$ cat config.mk
export PLATFORM = sky130hd
export DESIGN_NAME = atfm_ram
export DESIGN_NICKNAME = d
export VERILOG_FILES = /design/src/atfm_ram.sv
export SDC_FILE = /design/constraint.sdc
export NUM_CORES = 1
export LEC_CHECK = 0
export CAP_MARGIN = 20
export CORE_AREA = 5 5 120 122
export DETAILED_ROUTE_END_ITERATION = 10
export DIE_AREA = 0 0 125 127
export DONT_BUFFER_PORTS = 1
export GPL_TIMING_DRIVEN = 0
export SLEW_MARGIN = 20
export SYNTH_ARGS = -nofsm -noshare
export SYNTH_HDL_FRONTEND = slang
export SYNTH_SLANG_ARGS = --single-unit
export TNS_END_PERCENT = 100
$ cat constraint.sdc
create_clock -name i_clk -period 3.45 [get_ports i_clk]
set_input_delay 0.69 -clock i_clk [delete_from_list [all_inputs] [get_ports i_clk]]
set_output_delay 0.69 -clock i_clk [all_outputs]
set_load 0.05 [all_outputs]
$ cat src/atfm_ram.sv
// Generic single write port RAM with a registered read port.
`timescale 1ns / 1ps

module atfm_ram #(
    parameter int WIDTH = 8,
    parameter int DEPTH = 16
) (
    input  logic                     i_clk,
    input  logic                     i_we,
    input  logic [$clog2(DEPTH)-1:0] i_waddr,
    input  logic [WIDTH-1:0]         i_wdata,
    input  logic [$clog2(DEPTH)-1:0] i_raddr,
    output logic [WIDTH-1:0]         o_rdata
);

    logic [WIDTH-1:0] r_mem [DEPTH];
    logic [WIDTH-1:0] r_rdata;

    always_ff @(posedge i_clk) begin
        if (i_we) begin
            r_mem[i_waddr] <= i_wdata;
        end
        r_rdata <= r_mem[i_raddr];
    end

    assign o_rdata = r_rdata;

endmodule

==> key figures, run 1 <==
Global route
  – Vias in the first global route: 2461
  – Largest net degree at the start of global routing: 17
  – All-Layer GR Usage: between 10% and 20%
  – Antenna violations before repair: 0
  – First-pass GRT wire length: 15300 µm
  – Grt total ovfl: 0

Power and ir drop
  – Net switching power: 740 µW
  – Clock power share: 48.3%
  – Logic pwr share: 3.3%
  – Switching Fraction: 18.9%
  – LEAKAGE: 0.00195 µW
  – Internal cell power: 3180 µW
  – Peak supply drop: 0.000322 V
  – Power per cell area: approximately 650 nW/µm²
  – Sequential share of power: between 40% and 50%

Final layout
  – ANT cells: 0
  – Register area: between 4000 and 5000 µm²
  – Final nets: approximately 270
  – Layout area overhead: 16.7%
  – Share of layout cells above drive strength 1: 22.6%
  – Final core occ: 45.9%
  – Multi-input logic area: 1080 µm²
  – Layout fillers: 1101

Route
  – Remaining antenna violation count: 0
  – Iter 0 DRT Violations: 251
  – Final WL: 10300 µm
  – Vias per cell: roughly 5.3
  – DRC viols: 0
  – WL/cell: 23.5 µm
  – Vias: 2299
  – TritonRoute pass-1 iters: 4

Logic synthesis
  – Async set-reset flop share out of synthesis: 0%
  – Post-Synth Adder-Cell Area: 0%
  – Top cell type's share of synthesized area: 74.7%
  – Complex-gate fraction of the synthesized area: 2.33%
  – Post-synth top cells: edfxtp_1, mux4_2, a22oi_1
  – Number of synthesized flops with an enable pin: 128
  – Syn avg cell area: 22.5 µm²
  – Simple-Gate Fraction of Synth Area: 3.18%
  – Top-count cell post-synth: edfxtp_1
  – Proportion of synthesized area in mux cells: 15.0%
  – Yosys warns: 0
  – XOR/XNOR Fraction of Synth Area: 0%
  – Cell taking the most area after synthesis: edfxtp_1
  – Number of library cell types mapped by synthesis: 19
  – Synth area leaders: edfxtp_1, mux4_2, mux4_1, dfxtp_1, a22oi_1
  – Syn Nets: 247
  – Cell count after synthesis: 229
  – Register area share after synthesis: 77.8%
  – Main combinational cell family by area after synthesis: multiplexers
  – Commonest register cell after synthesis: edfxtp_1
  – Cell Area, Synth: 5150 µm²
  – Synth Register Bits: 136

Timing
  – Achievable Freq: 0.536 GHz
  – RSZ-0062 raised after global routing: false
  – Worst-margin pin slew: 0.854 ns
  – Normalized max-slew margin: a little over two fifths
  – Final Slew Violations: 0
  – Final Hold Vio Count: 0
  – Crit path time final: 1.87 ns
  – Period utilization: 54.1%
  – Final setup violation count: 0
  – Skew final: 0.00786 ns
  – Worst hold margin: 0.369 ns
  – Setup_tns: 0 ns

Place
  – Final RePlAce weighted congestion: 0.707
  – Final HPWL DP: 6460 µm
  – Port bufs: 0

Floorplan
  – Core Box Area: 13100 µm²
  – Rows: between 40 and 50
  – Die X: 125 µm
  – Die Area: 15900 µm²
  – I/O Pins: 26
  – Initial Utilization: 39.3%
  – Die Height: 127 µm

Worst setup path
  – WP data arrival: 1.90 ns
  – Setup crit end kind: register
  – Slowest CP cell: nor2_1
  – Req. time, crit path: between 3 and 4 ns
  – Worst Path Max Fanout: 8
  – Delay of the slowest cell on the worst path: 0.68 ns
  – CP Launch Type: input port
  – CP Cell Sequence: or3b_2, nor2_1
  – Critical path class: input port to register
  – Largest delay share family, worst path: simple AND/OR/NAND/NOR gates
  – Worst path bufs/invs: 0

Clock network
  – Worst-case clock buffer depth: 2
  – CTS tree: yes
  – Setup bufs post-CTS: 0
  – Root Buffer: clkbuf_16
  – Htree depth: 4
  – # clock sinks: roughly 140
  – Worst-Skew Late Latency: slightly above 0.4 ns
  – Clk slew on worst S/H paths: 0.06 ns
  – CTS Hold Buffers Added: 0
  – Cts bufs inserted: 17
  – Resized cells post-CTS: 0

Flow run
  – Max_cap viols: 0

Hold path
  – Hold WC Path Type: input port to register

Run status
  – Status: finished clean
layout by cell type (no fill, tap or decap), types with 4 or more instances in the layout:
master	netlist	final
edfxtp_1	128	128
mux4_2	18	18
clkbuf_16	0	17
a22oi_1	16	16
mux4_1	14	14
nor2_1	13	13
nand2_1	9	9
dfxtp_1	8	8
bufinv_16	0	5
nor3_2	0	4
clkinv_2	0	4
clkbuf_1	0	4
layout make-up:
| cell class | instances | area share, % |
|---|---|---|
| Buffer | 10 | 1.44 |
| Clock buffer | 21 | 7.33 |
| Clock inverter | 11 | 2.96 |
| Multi-Input combinational cell | 83 | 17.9 |
| Sequential cell | 136 | 66.7 |
| Tap cell | 176 | 3.67 |
layer usage:
metal  vias to the layer above  routed length [µm]  GRT usage [%]  part of all wire (%)
met4                         0                 124           4.40                   1.2
met2                        67                5130           22.2                    50
met3                         9                 603           5.09                   5.9
met1                      1212                4430           17.4                    43
li1                       1011                   -              -                     -
met5                         -                   0              0                     0
state kept, by name, summed over array words and instances, names as in the netlist:
signal   count
o_rdata      8
r_mem      128
kinds of logic (layout without fill, tap and decap cells):
logic type	Yosys count	in the layout
flip-flops	136	136
buffers and inverters	10	42
AND/OR/NAND/NOR	35	35
AO/OA/AOI/OAI	16	16
multiplexers	32	32
metrics by stage:
step	cells	instance area (µm²)	setup WS [ns]	total power, µW
final	437	6010	1.58	3920
after global routing	437	6010	1.54	4050
after CTS	437	6010	1.56	3950
after detailed placement	405	5390	1.13	2060
after global placement	405	5370	0.763	2060
after floorplan	229	5150	1.27	2020
path summary, 6_finish.rpt:
kind | slack [ns] | end | from | cells after the start
min reg2reg | 0.67 | o_rdata[2]$_DFF_P_ | r_mem[8][2]$_DFFE_PP_ | 3
max reg2reg | 2.02 | o_rdata[7]$_DFF_P_ | r_mem[15][7]$_DFFE_PP_ | 3
min | 0.37 | r_mem[14][0]$_DFFE_PP_ | i_wdata[0] | 0
max | 1.58 | r_mem[2][2]$_DFFE_PP_ | i_waddr[2] | 2
power groups by stage:
stage	Clock, µW	Combinational [µW]	Sequential [µW]
detailed placement	0	131	1930
CTS	1920	132	1900
finish	1890	129	1900
global route	2000	139	1900
floorplan	0	93.8	1930
global placement	0	129	1930
Note: power is estimated with default switching activity, not from simulation.
==> run 2, diff against run 1 <==
--- a/config.mk
+++ b/config.mk
@@ -5,10 +5,11 @@
 export SDC_FILE = /design/constraint.sdc
 export NUM_CORES = 1
 export LEC_CHECK = 0
+export ABC_AREA = 1
 export CAP_MARGIN = 20
-export CORE_AREA = 5 5 120 122
+export CORE_AREA = 5 5 127 129
 export DETAILED_ROUTE_END_ITERATION = 10
-export DIE_AREA = 0 0 125 127
+export DIE_AREA = 0 0 132 134
 export DONT_BUFFER_PORTS = 1
 export GPL_TIMING_DRIVEN = 0
 export SLEW_MARGIN = 20
==> constraint.sdc (replaced) <==
create_clock -name i_clk -period 1.5 [get_ports i_clk]
set_input_delay 0.3 -clock i_clk [delete_from_list [all_inputs] [get_ports i_clk]]
set_output_delay 0.3 -clock i_clk [all_outputs]
set_load 0.05 [all_outputs]
==> key figures, run 2 <==
Floorplan
  – Rows: 45 (was 42)
  – Die X: 132 µm (was 125 µm)
  – Core Box Area: 14900 µm² (was 13100 µm²)
  – Initial Utilization: 38.6% (was 39.3%)
  – Die Area: 17700 µm² (was 15900 µm²)
  – Die Height: 134 µm (was 127 µm)
  – I/O Pins: 26 (unchanged)

Place
  – Port bufs: 0 (unchanged)
  – Dpl cells: 739 (was 405)
  – Final HPWL DP: 8870 µm (was 6460 µm)
  – Area after DPL: 6000 µm² (was 5390 µm²)
  – Final RePlAce weighted congestion: 0.856 (was 0.707)

Route
  – Iter 0 DRT Violations: 264 (was 251)
  – Final WL: 13500 µm (was 10300 µm)
  – WL/cell: 17.3 µm (was 23.5 µm)
  – DRC viols: 0 (unchanged)
  – Remaining antenna violation count: 0 (unchanged)
  – Vias per cell: 4.76 (was 5.26)
  – TritonRoute pass-1 iters: 7 (was 4)
  – Vias: 3704 (was 2299)

Logic synthesis
  – XOR/XNOR Fraction of Synth Area: 0% (unchanged)
  – Commonest register cell after synthesis: edfxtp_1 (unchanged)
  – Simple-Gate Fraction of Synth Area: 21.0% (was 3.18%)
  – Post-Synth Adder-Cell Area: 0% (unchanged)
  – Syn Nets: 569 (was 247)
  – Cell count after synthesis: 551 (was 229)
  – Post-synth top cells: nand2_1, edfxtp_1, inv_1 (was edfxtp_1, mux4_2, a22oi_1)
  – Number of library cell types mapped by synthesis: 12 (was 19)
  – Synth Register Bits: 136 (unchanged)
  – Async set-reset flop share out of synthesis: 0% (unchanged)
  – Top cell type's share of synthesized area: 66.7% (was 74.7%)
  – Synth area leaders: edfxtp_1, nand2_1, nand3_1, inv_1, dfxtp_1 (was edfxtp_1, mux4_2, mux4_1, dfxtp_1, a22oi_1)
  – Top-count cell post-synth: nand2_1 (was edfxtp_1)
  – Cell Area, Synth: 5770 µm² (was 5150 µm²)
  – Complex-gate fraction of the synthesized area: 0% (was 2.33%)
  – Syn avg cell area: 10.5 µm² (was 22.5 µm²)
  – Register area share after synthesis: 69.4% (was 77.8%)
  – Proportion of synthesized area in mux cells: 0% (was 15.0%)
  – Number of synthesized flops with an enable pin: 128 (unchanged)
  – Cell taking the most area after synthesis: edfxtp_1 (unchanged)
  – Main combinational cell family by area after synthesis: simple AND/OR/NAND/NOR gates (was multiplexers)
  – Yosys warns: 0 (unchanged)

Final layout
  – Share of layout cells above drive strength 1: 8.31% (was 22.6%)
  – Layout area overhead: 14.9% (was 16.7%)
  – Finished Layout Cells: 778 (was 437)
  – Register area: 4000 µm² (unchanged)
  – Commonest non-fill, non-tap cell in the layout: nand2_1 (was edfxtp_1)
  – Multi-input logic area: 1210 µm² (was 1080 µm²)
  – Final nets: 596 (was 266)
  – ANT cells: 0 (unchanged)
  – Flip-flop count of the largest register after layout: 128 (unchanged)
  – Most frequent cells in the layout: nand2_1, edfxtp_1, inv_1, nand3_1 (was edfxtp_1, mux4_2, clkbuf_16, a22oi_1, mux4_1)
  – Largest Register: r_mem (unchanged)
  – Layout fillers: 1361 (was 1101)
  – Design area: 6620 µm² (was 6010 µm²)

Worst setup path
  – Worst Path Max Fanout: 8 (unchanged)
  – Req. time, crit path: 1.53 ns (was 3.48 ns)
  – Largest delay share family, worst path: simple AND/OR/NAND/NOR gates (unchanged)
  – Slowest CP cell: nor2_1 (unchanged)
  – Setup crit end kind: register (unchanged)
  – Worst path bufs/invs: 0 (unchanged)
  – CP Launch Type: input port (unchanged)
  – Crit path launch: i_waddr[3] (was i_waddr[2])
  – Delay of the slowest cell on the worst path: 0.83 ns (was 0.68 ns)
  – Critical path class: input port to register (unchanged)
  – WP data arrival: 1.36 ns (was 1.90 ns)
  – Reg-to-Reg Start: r_mem[1][7]$_DFFE_PP_ (was r_mem[15][7]$_DFFE_PP_)
  – CP Cell Sequence: nand3b_1, nor2_1 (was or3b_2, nor2_1)

Clock network
  – # clock sinks: 136 (unchanged)
  – Root Buffer: clkbuf_16 (unchanged)
  – Cts bufs inserted: 17 (unchanged)
  – Clk slew on worst S/H paths: 0.05 ns (was 0.06 ns)
  – CTS tree: yes (unchanged)
  – Worst-case clock buffer depth: 2 (unchanged)
  – Resized cells post-CTS: 0 (unchanged)
  – Worst-Skew Late Latency: 0.41 ns (about the same)
  – Htree depth: 4 (unchanged)

Timing
  – Period utilization: between 80% and 90%
  – Crit path time final: approximately 1.3 ns
  – Setup_tns: 0 ns (unchanged)
  – Skew final: 0.00410 ns (was 0.00786 ns)
  – Achievable Freq: 0.749 GHz
  – Normalized max-slew margin: 30.2% (was 42.9%)
  – RSZ-0062 raised after global routing: false (unchanged)
  – Final Slew Violations: 0 (unchanged)
  – Final Hold Vio Count: 0 (unchanged)
  – Final setup violation count: 0 (unchanged)
  – Worst hold margin: 0.323 ns (was 0.369 ns)
  – Worst-margin pin slew: 1.04 ns (was 0.854 ns)

Hold path
  – Hold Path Origin: i_raddr[2] (was i_wdata[0])
  – Hold WC Path Type: input port to register (unchanged)

Power and ir drop
  – LEAKAGE: 0.00282 µW (was 0.00195 µW)
  – Clock power share: 43.9% (was 48.3%)
  – Internal cell power: 6790 µW (was 3180 µW)
  – Net switching power: 1900 µW (was 740 µW)
  – Sequential share of power: 50.2% (was 48.4%)
  – Switching Fraction: 21.9% (was 18.9%)
  – Power per cell area: 1310 nW/µm² (was 653 nW/µm²)
  – Logic pwr share: 5.8% (was 3.3%)
  – Peak supply drop: 0.000711 V (was 0.000322 V)
  – Post-layout power: 8690 µW (was 3920 µW)

Global route
  – First-pass GRT wire length: 20800 µm (was 15300 µm)
  – Vias in the first global route: 3691 (was 2461)
  – All-Layer GR Usage: 15.7% (was 13.7%)
  – Largest net degree at the start of global routing: 17 (unchanged)
  – Grt total ovfl: 0 (unchanged)
  – Antenna violations before repair: 0 (unchanged)

Flow run
  – Max_cap viols: 0 (unchanged)

Run status
  – Status: finished clean (unchanged)
-- run 2: changes by cell type in the layout (fill, tap and decap cells not counted), sizes merged, moves of 3 or more --
cell           before  now
dlygate4sd3         0    8
clkinv              6    9
mux4               32    0
bufinv              5    2
a22oi              16    0
inv                 0  102
nor3                4    0
nand3               1   97
buf                 7   24
nor2               13   17
nand2               9  173
clkdlybuf4s25       3    0
clkbuf             21   18
-- run 2: per-stage QoR --
| stage | setup slack (ns) | util [%] |
|---|---|---|
| after floorplan | 0.249 | - |
| after global placement | -0.288 | 40.2 |
| after detailed placement | -0.314 | 40.2 |
| after CTS | 0.121 | 44.4 |
| after global routing | 0.0992 | 44.4 |
| final | 0.165 | 44.4 |
-- run 2: cells by family after synthesis --
family | count (synthesis)
simple gates | 289
flops | 136
buf+inv | 126
-- run 2: path summary, 6_finish.rpt --
check,end,slack [ns],cells after the start
worst max-delay path,r_mem[6][0]$_DFFE_PP_,0.16,2
worst min-delay path,o_rdata[5]$_DFF_P_,0.32,4
worst min register to register,o_rdata[7]$_DFF_P_,0.70,6
worst max register to register,o_rdata[7]$_DFF_P_,0.47,6
-- run 2: worst min-delay path, cell delays in order --
cell     delay [ns]
buf_2          0.15
nand3_1        0.10
nand3_1        0.07
nand2_1        0.08
-- run 2: what timing repair did --
item | CTS | global route
hold endpoints to repair | 128 | 0
buffers inserted | 0 | 0
hold buffers | 8 | 0
-- run 2: per-layer routing --
metal  GRT usage [%]  routed length, µm  vias to the layer above
met2            25.4               6440                      125
met1            20.2               5900                     1732
li1                -                  -                     1829
met3            3.19                764                       18
met4            7.60                399                        0
met5               0                  0                        -
-- run 2: area by class of cell --
class | count | area share (%)
plain buffers | 24 | 2.51
clock buffers | 18 | 6.48
clock inverters | 13 | 1.70
inverters | 102 | 5.78
multi-input cells | 289 | 18.3
flip-flops and latches | 136 | 60.4
well taps | 188 | 3.55
repair buffers | 8 | 1.21
-- run 2: power groups by stage --
stage | Clock, µW | Sequential (µW) | Combinational [µW]
finish | 3810 | 4370 | 508
global route | 4030 | 4370 | 560
CTS | 3870 | 4370 | 508
detailed placement | 0 | 4440 | 427
global placement | 0 | 4440 | 423
floorplan | 0 | 4440 | 300
==> run 3, diff against run 2 <==
--- a/config.mk
+++ b/config.mk
@@ -12,6 +12,7 @@
 export DIE_AREA = 0 0 132 134
 export DONT_BUFFER_PORTS = 1
 export GPL_TIMING_DRIVEN = 0
+export PLACE_DENSITY = 0.54
 export SLEW_MARGIN = 20
 export SYNTH_ARGS = -nofsm -noshare
 export SYNTH_HDL_FRONTEND = slang
==> key figures, run 3 (synthesis results as in run 2) <==
Floorplan
  – Rows: 45 (unchanged)
  – Die Area: 17700 µm² (unchanged)
  – I/O Pins: 26 (unchanged)
  – Core Box Area: 14900 µm² (unchanged)
  – Die X: 132 µm (unchanged)
  – Initial Utilization: 38.6% (unchanged)
  – Die Height: 134 µm (unchanged)

Worst setup path
  – CP Launch Type: register (was input port)
  – Req. time, crit path: 1.20 ns (was 1.53 ns)
  – Worst Path Max Fanout: 1 (was 8)
  – Reg2Reg Setup Slack: 0.45 ns (was 0.47 ns)
  – Critical path class: register to output port (was input port to register)
  – FF-to-FF End: o_rdata[1]$_DFF_P_ (was o_rdata[7]$_DFF_P_)
  – Reg-to-Reg Start: r_mem[9][1]$_DFFE_PP_ (was r_mem[1][7]$_DFFE_PP_)
  – Reg2Reg Depth: 6 (unchanged)
  – Setup crit end kind: output port (was register)
  – WP data arrival: 1.05 ns (was 1.36 ns)

Clock network
  – CTS Hold Buffers Added: 8 (unchanged)
  – Worst-case clock buffer depth: 2 (unchanged)
  – Resized cells post-CTS: 0 (unchanged)
  – CTS tree: yes (unchanged)
  – Clk slew on worst S/H paths: 0.06 ns (was 0.05 ns)
  – Root Buffer: clkbuf_16 (unchanged)
  – Cts bufs inserted: 17 (unchanged)
  – Htree depth: 4 (unchanged)
  – Setup bufs post-CTS: 0 (unchanged)
  – Worst-Skew Late Latency: 0.42 ns (was 0.41 ns)
  – # clock sinks: 136 (unchanged)

Timing
  – Worst-margin pin slew: 1.00 ns (was 1.04 ns)
  – Worst setup margin: 0.151 ns (was 0.165 ns)
  – RSZ-0062 raised after global routing: false (unchanged)
  – Achievable Freq: 0.741 GHz (was 0.749 GHz)
  – Final Slew Violations: 0 (unchanged)
  – Worst hold margin: 0.309 ns (was 0.323 ns)
  – Period utilization: 90.0% (was 89.0%)
  – Final Hold Vio Count: 0 (unchanged)
  – Normalized max-slew margin: 32.8% (was 30.2%)
  – Final setup violation count: 0 (unchanged)
  – Skew final: 0.00511 ns (was 0.00410 ns)
  – Crit path time final: 1.35 ns (was 1.34 ns)

Final layout
  – Most frequent cells in the layout: nand2_1, edfxtp_1, inv_1, nand3_1 (unchanged)
  – Layout fillers: 1367 (was 1361)
  – Flip-flop count of the largest register after layout: 128 (unchanged)
  – ANT cells: 0 (unchanged)
  – Share of layout cells above drive strength 1: 8.63% (was 8.31%)
  – Largest Register: r_mem (unchanged)
  – Layout area overhead: 16.6% (was 14.9%)
  – Commonest non-fill, non-tap cell in the layout: nand2_1 (unchanged)
  – Final nets: 596 (unchanged)

Place
  – Final RePlAce weighted congestion: 0.855 (was 0.856)
  – Pre-CTS setup slack: -0.195 ns (was -0.314 ns)
  – Port bufs: 0 (unchanged)
  – Final HPWL DP: 9150 µm (was 8870 µm)

Route
  – TritonRoute pass-1 iters: 4 (was 7)
  – Vias per cell: 4.74 (was 4.76)
  – WL/cell: 17.6 µm (was 17.3 µm)
  – Final WL: 13700 µm (was 13500 µm)
  – Iter 0 DRT Violations: 199 (was 264)
  – Remaining antenna violation count: 0 (unchanged)
  – DRC viols: 0 (unchanged)
  – Vias: 3689 (was 3704)

Global route
  – Antenna violations before repair: 0 (unchanged)
  – All-Layer GR Usage: 16.2% (was 15.7%)
  – Vias in the first global route: 3611 (was 3691)
  – Largest net degree at the start of global routing: 17 (unchanged)
  – Grt total ovfl: 0 (unchanged)
  – First-pass GRT wire length: 21100 µm (was 20800 µm)

Hold path
  – Hold WC Path Type: input port to register (unchanged)
  – Hold Path Origin: i_raddr[3] (was i_raddr[2])
  – Worst Hold End: o_rdata[0]$_DFF_P_ (was o_rdata[5]$_DFF_P_)
  – Hold Path Depth: 3 (was 4)

Power and ir drop
  – Peak supply drop: 0.000628 V (was 0.000711 V)
  – LEAKAGE: 0.00287 µW (was 0.00282 µW)
  – Power per cell area: 1400 nW/µm² (was 1310 nW/µm²)
  – Post-layout power: 9430 µW (was 8690 µW)

Run status
  – Status: finished clean (unchanged)

Flow run
  – Max_cap viols: 0 (unchanged)
==> run 3: metrics by stage <==
| step | cells | setup TNS (ns) | utilization (%) | cell area, µm² |
|---|---|---|---|---|
| 6_report | 779 | 0 | 45.1 | 6730 |
| 5_1_grt | 779 | 0 | 45.1 | 6730 |
| 4_1_cts | 779 | 0 | 45.1 | 6730 |
| 3_5_place_dp | 739 | -10.09 | 40.2 | 6000 |
| 3_3_place_gp | 739 | -8.80 | 40.2 | 6000 |
| 2_1_floorplan | 551 | 0 | - | 5770 |
==> run 3: cell type report <==
cell class	instances	area, µm²	area share [%]
Buffer	24	166	2.47
Inverter	102	383	5.69
Sequential cell	136	4000	59.5
Multi-Input combinational cell	289	1210	18.0
Tap cell	188	235	3.50
Timing Repair Buffer	8	80.1	1.19
Clock inverter	10	199	2.96
Clock buffer	22	444	6.60
==> run 3: worst max path at each step <==
| stage | start | to | slack (ns) | depth (start not counted) |
|---|---|---|---|---|
| after floorplan | i_waddr[2] | r_mem[10][0]$_DFFE_PP_ | 0.25 | 2 |
| after global placement | i_waddr[3] | r_mem[7][2]$_DFFE_PP_ | -0.20 | 2 |
| after detailed placement | i_waddr[3] | r_mem[7][7]$_DFFE_PP_ | -0.20 | 2 |
| after CTS | o_rdata[5]$_DFF_P_ | o_rdata[5] | 0.13 | 0 |
| after global routing | o_rdata[6]$_DFF_P_ | o_rdata[6] | 0.12 | 0 |
| final | o_rdata[5]$_DFF_P_ | o_rdata[5] | 0.15 | 0 |
==> run 3: worst reg2reg max path, stage by stage, from the launching register on <==
cell and delay (ns):
edfxtp_1 0.36, inv_1 0.07, nand2_1 0.06, nand3_1 0.11, nand3_1 0.08, nand3_1 0.16, nand2_1 0.09
==> run 3: power breakdown <==
part	total (µW)	switching, µW	internal (µW)
Combinational	513	365	148
Sequential	4370	113	4250
Clock	4550	1450	3100
==> run 3: layer usage <==
| metal | up-vias | routed length, µm | global-route usage, % |
|---|---|---|---|
| li1 | 1827 | - | - |
| met1 | 1732 | 6200 | 21.6 |
| met5 | - | 0 | 0 |
| met2 | 102 | 6380 | 25.4 |
| met4 | 0 | 430 | 7.49 |
| met3 | 28 | 715 | 3.71 |
